File: src/rtl/cbd_pkg.sv
// Shared constants, codes, types and ring index helpers for the circular buffer deque.
`timescale 1ns / 1ps

package cbd_pkg;

	localparam int DEPTH   = 16;
	localparam int VALUE_W = 32;
	localparam int IDX_W   = (DEPTH > 1) ? $clog2(DEPTH) : 1;
	localparam int CAP_W   = 5;
	localparam int OP_W    = 3;
	localparam int STAT_W  = 2;

	localparam int IN_BITS  = OP_W + VALUE_W;
	localparam int IN_W     = ((IN_BITS + 7) / 8) * 8;
	localparam int OUT_BITS = STAT_W + 2 * VALUE_W + 2;
	localparam int OUT_W    = ((OUT_BITS + 7) / 8) * 8;

	localparam logic [CAP_W-1:0] CAP_RESET = CAP_W'(16);

	typedef logic [IDX_W-1:0]   idx_t;
	typedef logic [CAP_W-1:0]   cap_t;
	typedef logic [VALUE_W-1:0] value_t;

	typedef enum logic [OP_W-1:0] {
		OP_PUSH_FRONT = 3'd0,
		OP_PUSH_BACK  = 3'd1,
		OP_POP_FRONT  = 3'd2,
		OP_POP_BACK   = 3'd3,
		OP_PEEK       = 3'd4
	} op_t;

	typedef enum logic [STAT_W-1:0] {
		ST_DONE      = 2'd0,
		ST_OVERFLOW  = 2'd1,
		ST_UNDERFLOW = 2'd2
	} status_t;

	// Write port of the ring store
	typedef struct packed {
		logic   en;
		idx_t   addr;
		value_t data;
	} ram_wr_t;

	// Read addresses for the front and back slots
	typedef struct packed {
		idx_t front_addr;
		idx_t back_addr;
	} ram_rd_t;

	// Clamp the capacity register into 1..DEPTH
	function automatic cap_t clamp_cap(input cap_t c);
		cap_t r;
		r = c;
		if (c == '0)
			r = CAP_W'(1);
		if (c > CAP_W'(DEPTH))
			r = CAP_W'(DEPTH);
		return r;
	endfunction

	function automatic idx_t ring_next(input idx_t i, input cap_t cap);
		cap_t n;
		n = CAP_W'(i) + CAP_W'(1);
		return (n >= cap) ? '0 : IDX_W'(n);
	endfunction

	function automatic idx_t ring_prev(input idx_t i, input cap_t cap);
		cap_t p;
		p = cap - CAP_W'(1);
		return (i == '0 || CAP_W'(i) >= cap) ? IDX_W'(p) : i - IDX_W'(1);
	endfunction

endpackage

File: src/rtl/cbd_ring_ram.sv
// Ring store: one write port and two registered read ports.
`timescale 1ns / 1ps

module cbd_ring_ram (
	input  logic             clk,
	input  cbd_pkg::ram_wr_t wr,
	input  cbd_pkg::ram_rd_t rd,
	output cbd_pkg::value_t  front_data,
	output cbd_pkg::value_t  back_data
);

	cbd_pkg::value_t mem [cbd_pkg::DEPTH];

	always_ff @(posedge clk) begin
		if (wr.en) begin
			mem[wr.addr] <= wr.data;
		end
	end

	always_ff @(posedge clk) begin
		front_data <= mem[rd.front_addr];
		back_data  <= mem[rd.back_addr];
	end

endmodule

File: src/rtl/circular_buffer_deque.sv
// Top level of the circular buffer deque: operation sequencer, pointers and output register.
`timescale 1ns / 1ps

// Double-ended queue of signed 32-bit values kept in a 16-slot ring memory.
// Each input transfer carries one operation (push front/back, pop front/back,
// peek; unused codes act as peek) and yields exactly one result transfer
// with the status, the front and back values after the operation (all ones,
// i.e. -1, when empty) and the empty and full flags. A push onto a full
// deque returns overflow, a pop from an empty one underflow; neither changes
// the contents. Each operation passes through S_IDLE, S_READ and S_DONE: the
// pointers are updated and any pushed value written in the accept cycle, the
// front and back slots are read on the next cycle, and the registered read
// data forms the result in S_DONE; a result waiting in the output register
// holds the sequencer there. The capacity register (1..16, zero taken as 1,
// larger values as 16) is written through the cfg channel while the block is
// idle; every write empties the deque. The store needs no clearing after reset.
module circular_buffer_deque (
	input  logic                       clk,
	input  logic                       arst_n,
	// Capacity write channel
	input  logic                       cfg_valid,
	output logic                       cfg_ready,
	input  logic [cbd_pkg::CAP_W-1:0]  cfg_data,
	// Operations in
	input  logic                       s_axis_tvalid,
	output logic                       s_axis_tready,
	// [2:0] operation, [34:3] push_value, [39:35] zero
	input  logic [cbd_pkg::IN_W-1:0]   s_axis_tdata,
	// Results out
	output logic                       m_axis_tvalid,
	input  logic                       m_axis_tready,
	// [1:0] status, [33:2] front_value, [65:34] back_value,
	// [66] is_empty, [67] is_full, [71:68] zero
	output logic [cbd_pkg::OUT_W-1:0]  m_axis_tdata
);

	typedef enum logic [2:0] {
		S_IDLE = 3'b001,
		S_READ = 3'b010,
		S_DONE = 3'b100
	} seq_state_t;

	seq_state_t        state_q;
	cbd_pkg::idx_t     head_q, tail_q;
	logic              empty_q;
	cbd_pkg::cap_t     cap_q;
	cbd_pkg::status_t  status_q;
	logic              out_valid_q;
	logic [cbd_pkg::OUT_BITS-1:0] out_data_q;

	cbd_pkg::cap_t     cap;
	logic              in_xfer, cfg_xfer, out_load;
	cbd_pkg::op_t      op;
	cbd_pkg::value_t   push_val;
	cbd_pkg::idx_t     head_d, tail_d;
	logic              empty_d;
	cbd_pkg::status_t  status_d;
	cbd_pkg::ram_wr_t  wr;
	cbd_pkg::ram_rd_t  rd;
	cbd_pkg::value_t   front_rd, back_rd;
	logic              full_now;

	assign cap      = cbd_pkg::clamp_cap(cap_q);
	assign op       = cbd_pkg::op_t'(s_axis_tdata[cbd_pkg::OP_W-1:0]);
	assign push_val = s_axis_tdata[cbd_pkg::OP_W +: cbd_pkg::VALUE_W];

	// Configuration wins over an operation offered in the same idle cycle
	assign cfg_ready     = (state_q == S_IDLE);
	assign s_axis_tready = (state_q == S_IDLE) && !cfg_valid;
	assign cfg_xfer      = cfg_valid && cfg_ready;
	assign in_xfer       = s_axis_tvalid && s_axis_tready;

	// Full test on the pointers as they stand
	assign full_now = !empty_q && (cbd_pkg::ring_next(tail_q, cap) == head_q);

	// Pointer update and store write for the offered operation
	always_comb begin
		head_d   = head_q;
		tail_d   = tail_q;
		empty_d  = empty_q;
		status_d = cbd_pkg::ST_DONE;
		wr.en    = 1'b0;
		wr.addr  = '0;
		wr.data  = push_val;
		unique case (op)
			cbd_pkg::OP_PUSH_FRONT, cbd_pkg::OP_PUSH_BACK: begin
				priority if (empty_q) begin
					// first element always lands in slot zero
					head_d  = '0;
					tail_d  = '0;
					empty_d = 1'b0;
					wr.en   = 1'b1;
					wr.addr = '0;
				end else if (full_now) begin
					status_d = cbd_pkg::ST_OVERFLOW;
				end else if (op == cbd_pkg::OP_PUSH_FRONT) begin
					head_d  = cbd_pkg::ring_prev(head_q, cap);
					wr.en   = 1'b1;
					wr.addr = head_d;
				end else begin
					tail_d  = cbd_pkg::ring_next(tail_q, cap);
					wr.en   = 1'b1;
					wr.addr = tail_d;
				end
			end
			cbd_pkg::OP_POP_FRONT, cbd_pkg::OP_POP_BACK: begin
				priority if (empty_q) begin
					status_d = cbd_pkg::ST_UNDERFLOW;
				end else if (head_q == tail_q) begin
					// last element gone from either end
					head_d  = '0;
					tail_d  = '0;
					empty_d = 1'b1;
				end else if (op == cbd_pkg::OP_POP_FRONT) begin
					head_d = cbd_pkg::ring_next(head_q, cap);
				end else begin
					tail_d = cbd_pkg::ring_prev(tail_q, cap);
				end
			end
			default: begin
				// peek and unused codes leave the deque alone
			end
		endcase
		wr.en = wr.en && in_xfer;
	end

	// Read the updated front and back slots in the step after the write
	assign rd.front_addr = head_q;
	assign rd.back_addr  = tail_q;

	cbd_ring_ram u_ram (
		.clk        (clk),
		.wr         (wr),
		.rd         (rd),
		.front_data (front_rd),
		.back_data  (back_rd)
	);

	assign out_load = (state_q == S_DONE) && (!out_valid_q || m_axis_tready);

	always_ff @(posedge clk or negedge arst_n) begin
		if (!arst_n) begin
			state_q     <= S_IDLE;
			head_q      <= '0;
			tail_q      <= '0;
			empty_q     <= 1'b1;
			cap_q       <= cbd_pkg::CAP_RESET;
			out_valid_q <= 1'b0;
		end else begin
			unique case (state_q)
				S_IDLE: begin
					if (cfg_xfer) begin
						// new capacity: drop all contents
						cap_q   <= cfg_data;
						head_q  <= '0;
						tail_q  <= '0;
						empty_q <= 1'b1;
					end else if (in_xfer) begin
						head_q  <= head_d;
						tail_q  <= tail_d;
						empty_q <= empty_d;
						state_q <= S_READ;
					end
				end
				S_READ: begin
					state_q <= S_DONE;
				end
				S_DONE: begin
					if (out_load) begin
						state_q <= S_IDLE;
					end
				end
				default: begin
					state_q <= S_IDLE;
				end
			endcase

			if (out_load) begin
				out_valid_q <= 1'b1;
			end else if (m_axis_tready) begin
				out_valid_q <= 1'b0;
			end
		end
	end

	// Payload registers: no reset
	always_ff @(posedge clk) begin
		if (in_xfer) begin
			status_q <= status_d;
		end
		if (out_load) begin
			out_data_q <= {full_now,
			               empty_q,
			               empty_q ? {cbd_pkg::VALUE_W{1'b1}} : back_rd,
			               empty_q ? {cbd_pkg::VALUE_W{1'b1}} : front_rd,
			               status_q};
		end
	end

	assign m_axis_tvalid = out_valid_q;
	assign m_axis_tdata  = {{(cbd_pkg::OUT_W - cbd_pkg::OUT_BITS){1'b0}}, out_data_q};

endmodule
File: config.mk
export PLATFORM = sky130hd
export DESIGN_NAME = circular_buffer_deque
export DESIGN_NICKNAME = d
export VERILOG_FILES = /design/src/rtl/cbd_pkg.sv /design/src/rtl/cbd_ring_ram.sv /design/src/rtl/circular_buffer_deque.sv
export SDC_FILE = /design/constraint.sdc
export NUM_CORES = 1
export LEC_CHECK = 0
export ABC_AREA = 1
export BUFFER_PORTS_ARGS = -buffer_cell sky130_fd_sc_hd__buf_2
export CAP_MARGIN = 20
export CORE_MARGIN = 4
export CORE_UTILIZATION = 65
export CTS_CLUSTER_DIAMETER = 120
export DETAILED_ROUTE_END_ITERATION = 7
export HOLD_SLACK_MARGIN = 0.15
export PLACE_DENSITY_LB_ADDON = 0.3
export SETUP_SLACK_MARGIN = 0.02
export SYNTH_ARGS = -nofsm -noshare
export SYNTH_HDL_FRONTEND = slang
export SYNTH_SLANG_ARGS = --single-unit
File: constraint.sdc
create_clock -name clk -period 7 [get_ports clk]
set_clock_uncertainty 0.05 [all_clocks]
set_input_delay 1.4 -clock clk [delete_from_list [all_inputs] [get_ports clk]]
set_output_delay 1.4 -clock clk [all_outputs]
set_load 0.02 [all_outputs]
==> impl.org <==
** Clock network
- Clock latency reported for the late side of the worst-skew pair :: 0.61 ns
- H-tree levels :: 3
- Number of hold buffers added after CTS :: 0
- TritonCTS clock tree :: done
- Clock buffer depth :: 3
- Count of clock tree sinks :: 664
- Post CTS Setup Buffer Count :: 0
- Number of CTS-inserted buffers :: 67
- The number of gates resized after CTS was 0.
- After clock tree synthesis, the clock-pin slew on the worst setup and hold paths is 0.06 ns.
- The tree is rooted in a sky130_fd_sc_hd__clkbuf_16.

** Synthesis
- In this run the mean area of a mapped cell was 10.22 um^2.
- Number of enable flip-flop cells after synthesis :: 582
- The synthesized netlist occupies a cell area of 0.03054 mm^2.
- Seq/Total Area, Yosys :: 0.6290
- Number of warnings issued by yosys :: 0
- Async set-reset flop share out of synthesis :: 0.02711
- Among all flip-flop cells after synthesis, the most frequent one is sky130_fd_sc_hd__edfxtp_1.
- Post-Syn Instances :: 2988
- In this run, synthesis produced a sequential element count of 664.
- The netlist uses 43 different library cells.

** Worst setup path
- STA puts the critical path data arrival time at 5.55 ns.
- The worst setup path is of the reg2reg kind.
- STA classifies the critical path startpoint as a register.
- Along the worst path, the maximum fanout reaches 48.
- Type of destination of the critical path :: register
- Required arrival time at the worst endpoint :: 7.22 ns

** Routing
- The detailed router finished its first iteration with 3901 violations.
- Post-route DRC violation count :: 0
- Detailed Route WL :: 83.14 mm
- The routed layout has 24.21k vias.
- In the final routed layout, each cell accounts on average for 22.71 um.
- Antenna-violating nets left :: 0
- After detailed routing, the number of vias per cell comes to 6.613.
- Count of TritonRoute iterations in the first routing pass :: 7

** Placement
- Post-detail-place hpwl :: 45.22 mm
- Prior to clock tree synthesis, the placed netlist has a worst setup slack of 1.788 ns.
- At the end of routability-driven placement, the weighted congestion stood at 0.8818.
- Buffers placed on the I/O ports in this run total 115.

** Hold path
- Hold Crit Class :: reg2reg

** Timing
- Setup repair after global routing left no endpoint under its margin.
- The final number of max-transition violations came to 0.
- The smallest clock period supported by the final layout is computed as 5.325 ns.
- After routing, the total negative slack on setup checks comes to 0 ns.
- For this run, the top clock speed supported by timing is 187.8 MHz.
- Final hold violations :: 0
- Of the available clock period, the critical path in the final layout requires 0.7607.
- At the pin with the least slew margin, the transition time is 1.333 ns.
- Across all setup checks in the final design, the least slack found is 1.675 ns.
- Count of final setup violators :: 0
- Max_slew headroom :: 0.1113

** Power
- Internal power :: 8.403 mW
- Of the total power, the share spent switching nets is 0.3890.
- Power share of the combinational group :: 0.373
- For this design the ratio of total power to cell area is 406.9 mW/mm^2.
- In this run the static leakage power is 12.02 nW.
- Clock network power share :: 0.265
- Switching power :: 5.349 mW
- Peak VDD IR :: 0.4858 mV
- Of the total power, registers draw 0.362.

** Global route
- Global-route usage over all layers :: 0.3212
- Maximum number of pins on one net before global-route repair :: 292
- The first global-routing pass estimated 126.7 mm of wire.
- Sum of overflow across all layers after global routing :: 0
- The initial antenna violation count came to 1.
- Vias in the first global route :: 23.42k

** Job
- The tool flagged a number of max-cap violations equal to 0.

** Floorplanning
- Pin placement for this block handled 125 I/O pins.
- For this configuration, the core starts out at a cell density of 0.6574.
- The floorplan step defined a die boundary enclosing 0.05052 mm^2.
- Die X :: 224.8 um
- From bottom edge to top edge, the die measures 224.8 um.
- The region available for standard cell placement spans 0.04646 mm^2.
- Rows :: 79

** Cells and area
- Layout cells sized above 1 :: 0.1300
- After the last flow step, the layout net total stands at 3072.
- Relative area change from synthesis to final layout :: 10.64%

** Status
- The flow ran to the end, and the final reports show no timing, DRC or antenna violations.
-- final timing paths --
path	startpoint	endpoint	slack (ns)	cells past startpoint
max	tail_q[0]	u_ram.mem[0][9]	1.68	16
min	status_q[1]	out_data_q[1]	0.38	0
max reg2reg	tail_q[0]	u_ram.mem[0][9]	1.68	16
min reg2reg	status_q[1]	out_data_q[1]	0.38	0
max in group asynchronous	arst_n	head_q[1]	5.86	1
min in group asynchronous	arst_n	tail_q[2]	0.69	1
-- stage by stage --
step | hold WS [ns] | area [um^2] | utilization | instances | power (mW)
3_5_place_dp | 0.3619 | 31480 | 0.6775 | 3533 | 9.949
4_1_cts | 0.3750 | 33710 | 0.7257 | 3657 | 13.60
6_report | 0.3816 | 33790 | 0.7274 | 3661 | 13.75
2_1_floorplan | 0.3503 | 30550 | - | 2991 | 8.542
3_3_place_gp | 0.3565 | 31480 | 0.6775 | 3533 | 9.712
5_1_grt | 0.3927 | 33790 | 0.7274 | 3661 | 14.46
-- cell type report --
cell class / count / area [um^2]
sequential: 664 / 19230
fill: 3079 / 12660
multi-input combinational: 1892 / 9778
clock buffer: 97 / 1911
timing repair buffer: 157 / 968.4
inverter: 216 / 814.5
tap: 607 / 759.5
clock inverter: 27 / 327.8
antenna: 1 / 2.502
-- power by group through the flow --
stage               sequential (mW)  clock (mW)  combinational [mW]
floorplan                      4.85           0                3.70
global placement               5.03           0                4.68
detailed placement             5.04           0                4.91
CTS                            4.97        3.67                4.97
global route                   5.00        3.83                5.63
finish                         4.97        3.64                5.13
-- placed cells by master, fill, tap and decap left out, types with 65 or more instances in the layout --
| cell | netlist | routed |
|---|---|---|
| sky130_fd_sc_hd__nand3_1 | 166 | 166 |
| sky130_fd_sc_hd__o211ai_1 | 128 | 128 |
| sky130_fd_sc_hd__buf_2 | 49 | 115 |
| sky130_fd_sc_hd__a21oi_1 | 272 | 272 |
| sky130_fd_sc_hd__or2_2 | 65 | 65 |
| sky130_fd_sc_hd__inv_1 | 209 | 209 |
| sky130_fd_sc_hd__nor2_1 | 241 | 220 |
| sky130_fd_sc_hd__edfxtp_1 | 582 | 582 |
| sky130_fd_sc_hd__clkbuf_16 | 0 | 68 |
| sky130_fd_sc_hd__o21ai_0 | 637 | 637 |
| sky130_fd_sc_hd__nand2_1 | 272 | 272 |
-- synth_stat cells (2+ instances only) --
cell | instances | area (um^2)
sky130_fd_sc_hd__a21oi_1 | 272 | 1361
sky130_fd_sc_hd__a21oi_2 | 4 | 35.03
sky130_fd_sc_hd__a22oi_1 | 2 | 15.01
sky130_fd_sc_hd__buf_1 | 26 | 97.59
sky130_fd_sc_hd__buf_2 | 49 | 245.2
sky130_fd_sc_hd__buf_4 | 5 | 37.54
sky130_fd_sc_hd__clkbuf_1 | 138 | 518.0
sky130_fd_sc_hd__dfrtp_1 | 15 | 375.4
sky130_fd_sc_hd__dfstp_2 | 3 | 78.83
sky130_fd_sc_hd__dfxtp_1 | 64 | 1281
sky130_fd_sc_hd__edfxtp_1 | 582 | 17480
sky130_fd_sc_hd__ha_1 | 24 | 300.3
sky130_fd_sc_hd__inv_1 | 209 | 784.5
sky130_fd_sc_hd__inv_2 | 5 | 18.77
sky130_fd_sc_hd__nand2_1 | 272 | 1021
sky130_fd_sc_hd__nand2_2 | 15 | 93.84
sky130_fd_sc_hd__nand3_1 | 166 | 830.8
sky130_fd_sc_hd__nand3_4 | 3 | 52.55
sky130_fd_sc_hd__nand3b_1 | 2 | 15.01
sky130_fd_sc_hd__nand4_1 | 24 | 150.1
sky130_fd_sc_hd__nor2_1 | 241 | 904.6
sky130_fd_sc_hd__nor2_2 | 2 | 12.51
sky130_fd_sc_hd__nor2_4 | 5 | 56.30
sky130_fd_sc_hd__nor3_1 | 4 | 20.02
sky130_fd_sc_hd__o211ai_1 | 128 | 960.9
sky130_fd_sc_hd__o21ai_0 | 637 | 3188
sky130_fd_sc_hd__o21ai_1 | 2 | 10.01
sky130_fd_sc_hd__o21ai_2 | 2 | 17.52
sky130_fd_sc_hd__or2_2 | 65 | 406.6
sky130_fd_sc_hd__xnor2_1 | 6 | 52.55
sky130_fd_sc_hd__xor2_1 | 4 | 35.03
-- metal layers --
metal	routed length, um	vias up	track usage
li1	-	10680	-
met4	3543	0	0.1512
met1	29930	11490	0.4119
met5	0	-	0
met3	9303	317	0.06212
met2	40360	1729	0.5343
-- logic make-up (layout without fill, tap and decap cells) --
group                    Yosys count  in the layout  synth area share
AO/OA/AOI/OAI                   1050           1050            0.1836
AND/OR/NAND/NOR                  804            804            0.1181
flip-flops                       664            664            0.6290
buffers and inverters            435            497           0.05637
adder cells (fa/ha/maj)           24             24          0.009832
XOR/XNOR                          10             10          0.002867
other                              1              5         0.0001228
-- worst max-delay path, stage by stage (launching register included) --
cell and delay (ns):
sky130_fd_sc_hd__dfrtp_4 0.43, sky130_fd_sc_hd__clkinv_2 0.71, sky130_fd_sc_hd__ha_1 0.69, sky130_fd_sc_hd__ha_1 0.31
sky130_fd_sc_hd__nand2_1 0.04, sky130_fd_sc_hd__nor2_1 0.08, sky130_fd_sc_hd__nand2_1 0.18, sky130_fd_sc_hd__nand3_1 0.18
sky130_fd_sc_hd__nand2_1 0.07, sky130_fd_sc_hd__nand2_1 0.12, sky130_fd_sc_hd__nor2_1 0.06, sky130_fd_sc_hd__nand3_2 0.11
sky130_fd_sc_hd__nand3_1 0.15, sky130_fd_sc_hd__inv_1 0.10, sky130_fd_sc_hd__nand3_1 0.36, sky130_fd_sc_hd__nor2_4 0.91
sky130_fd_sc_hd__buf_4 0.43
-- registers in the layout, indices dropped and copies added (netlist names) --
register,cells
m_axis_tvalid,1
empty_q,1
u_ram.mem,512
u_ram.front_data,32
state_q,3
status_q,2
head_q,4
cap_q,5
tail_q,4
out_data_q,68
u_ram.back_data,32
Note: power is estimated with default switching activity, not from simulation.
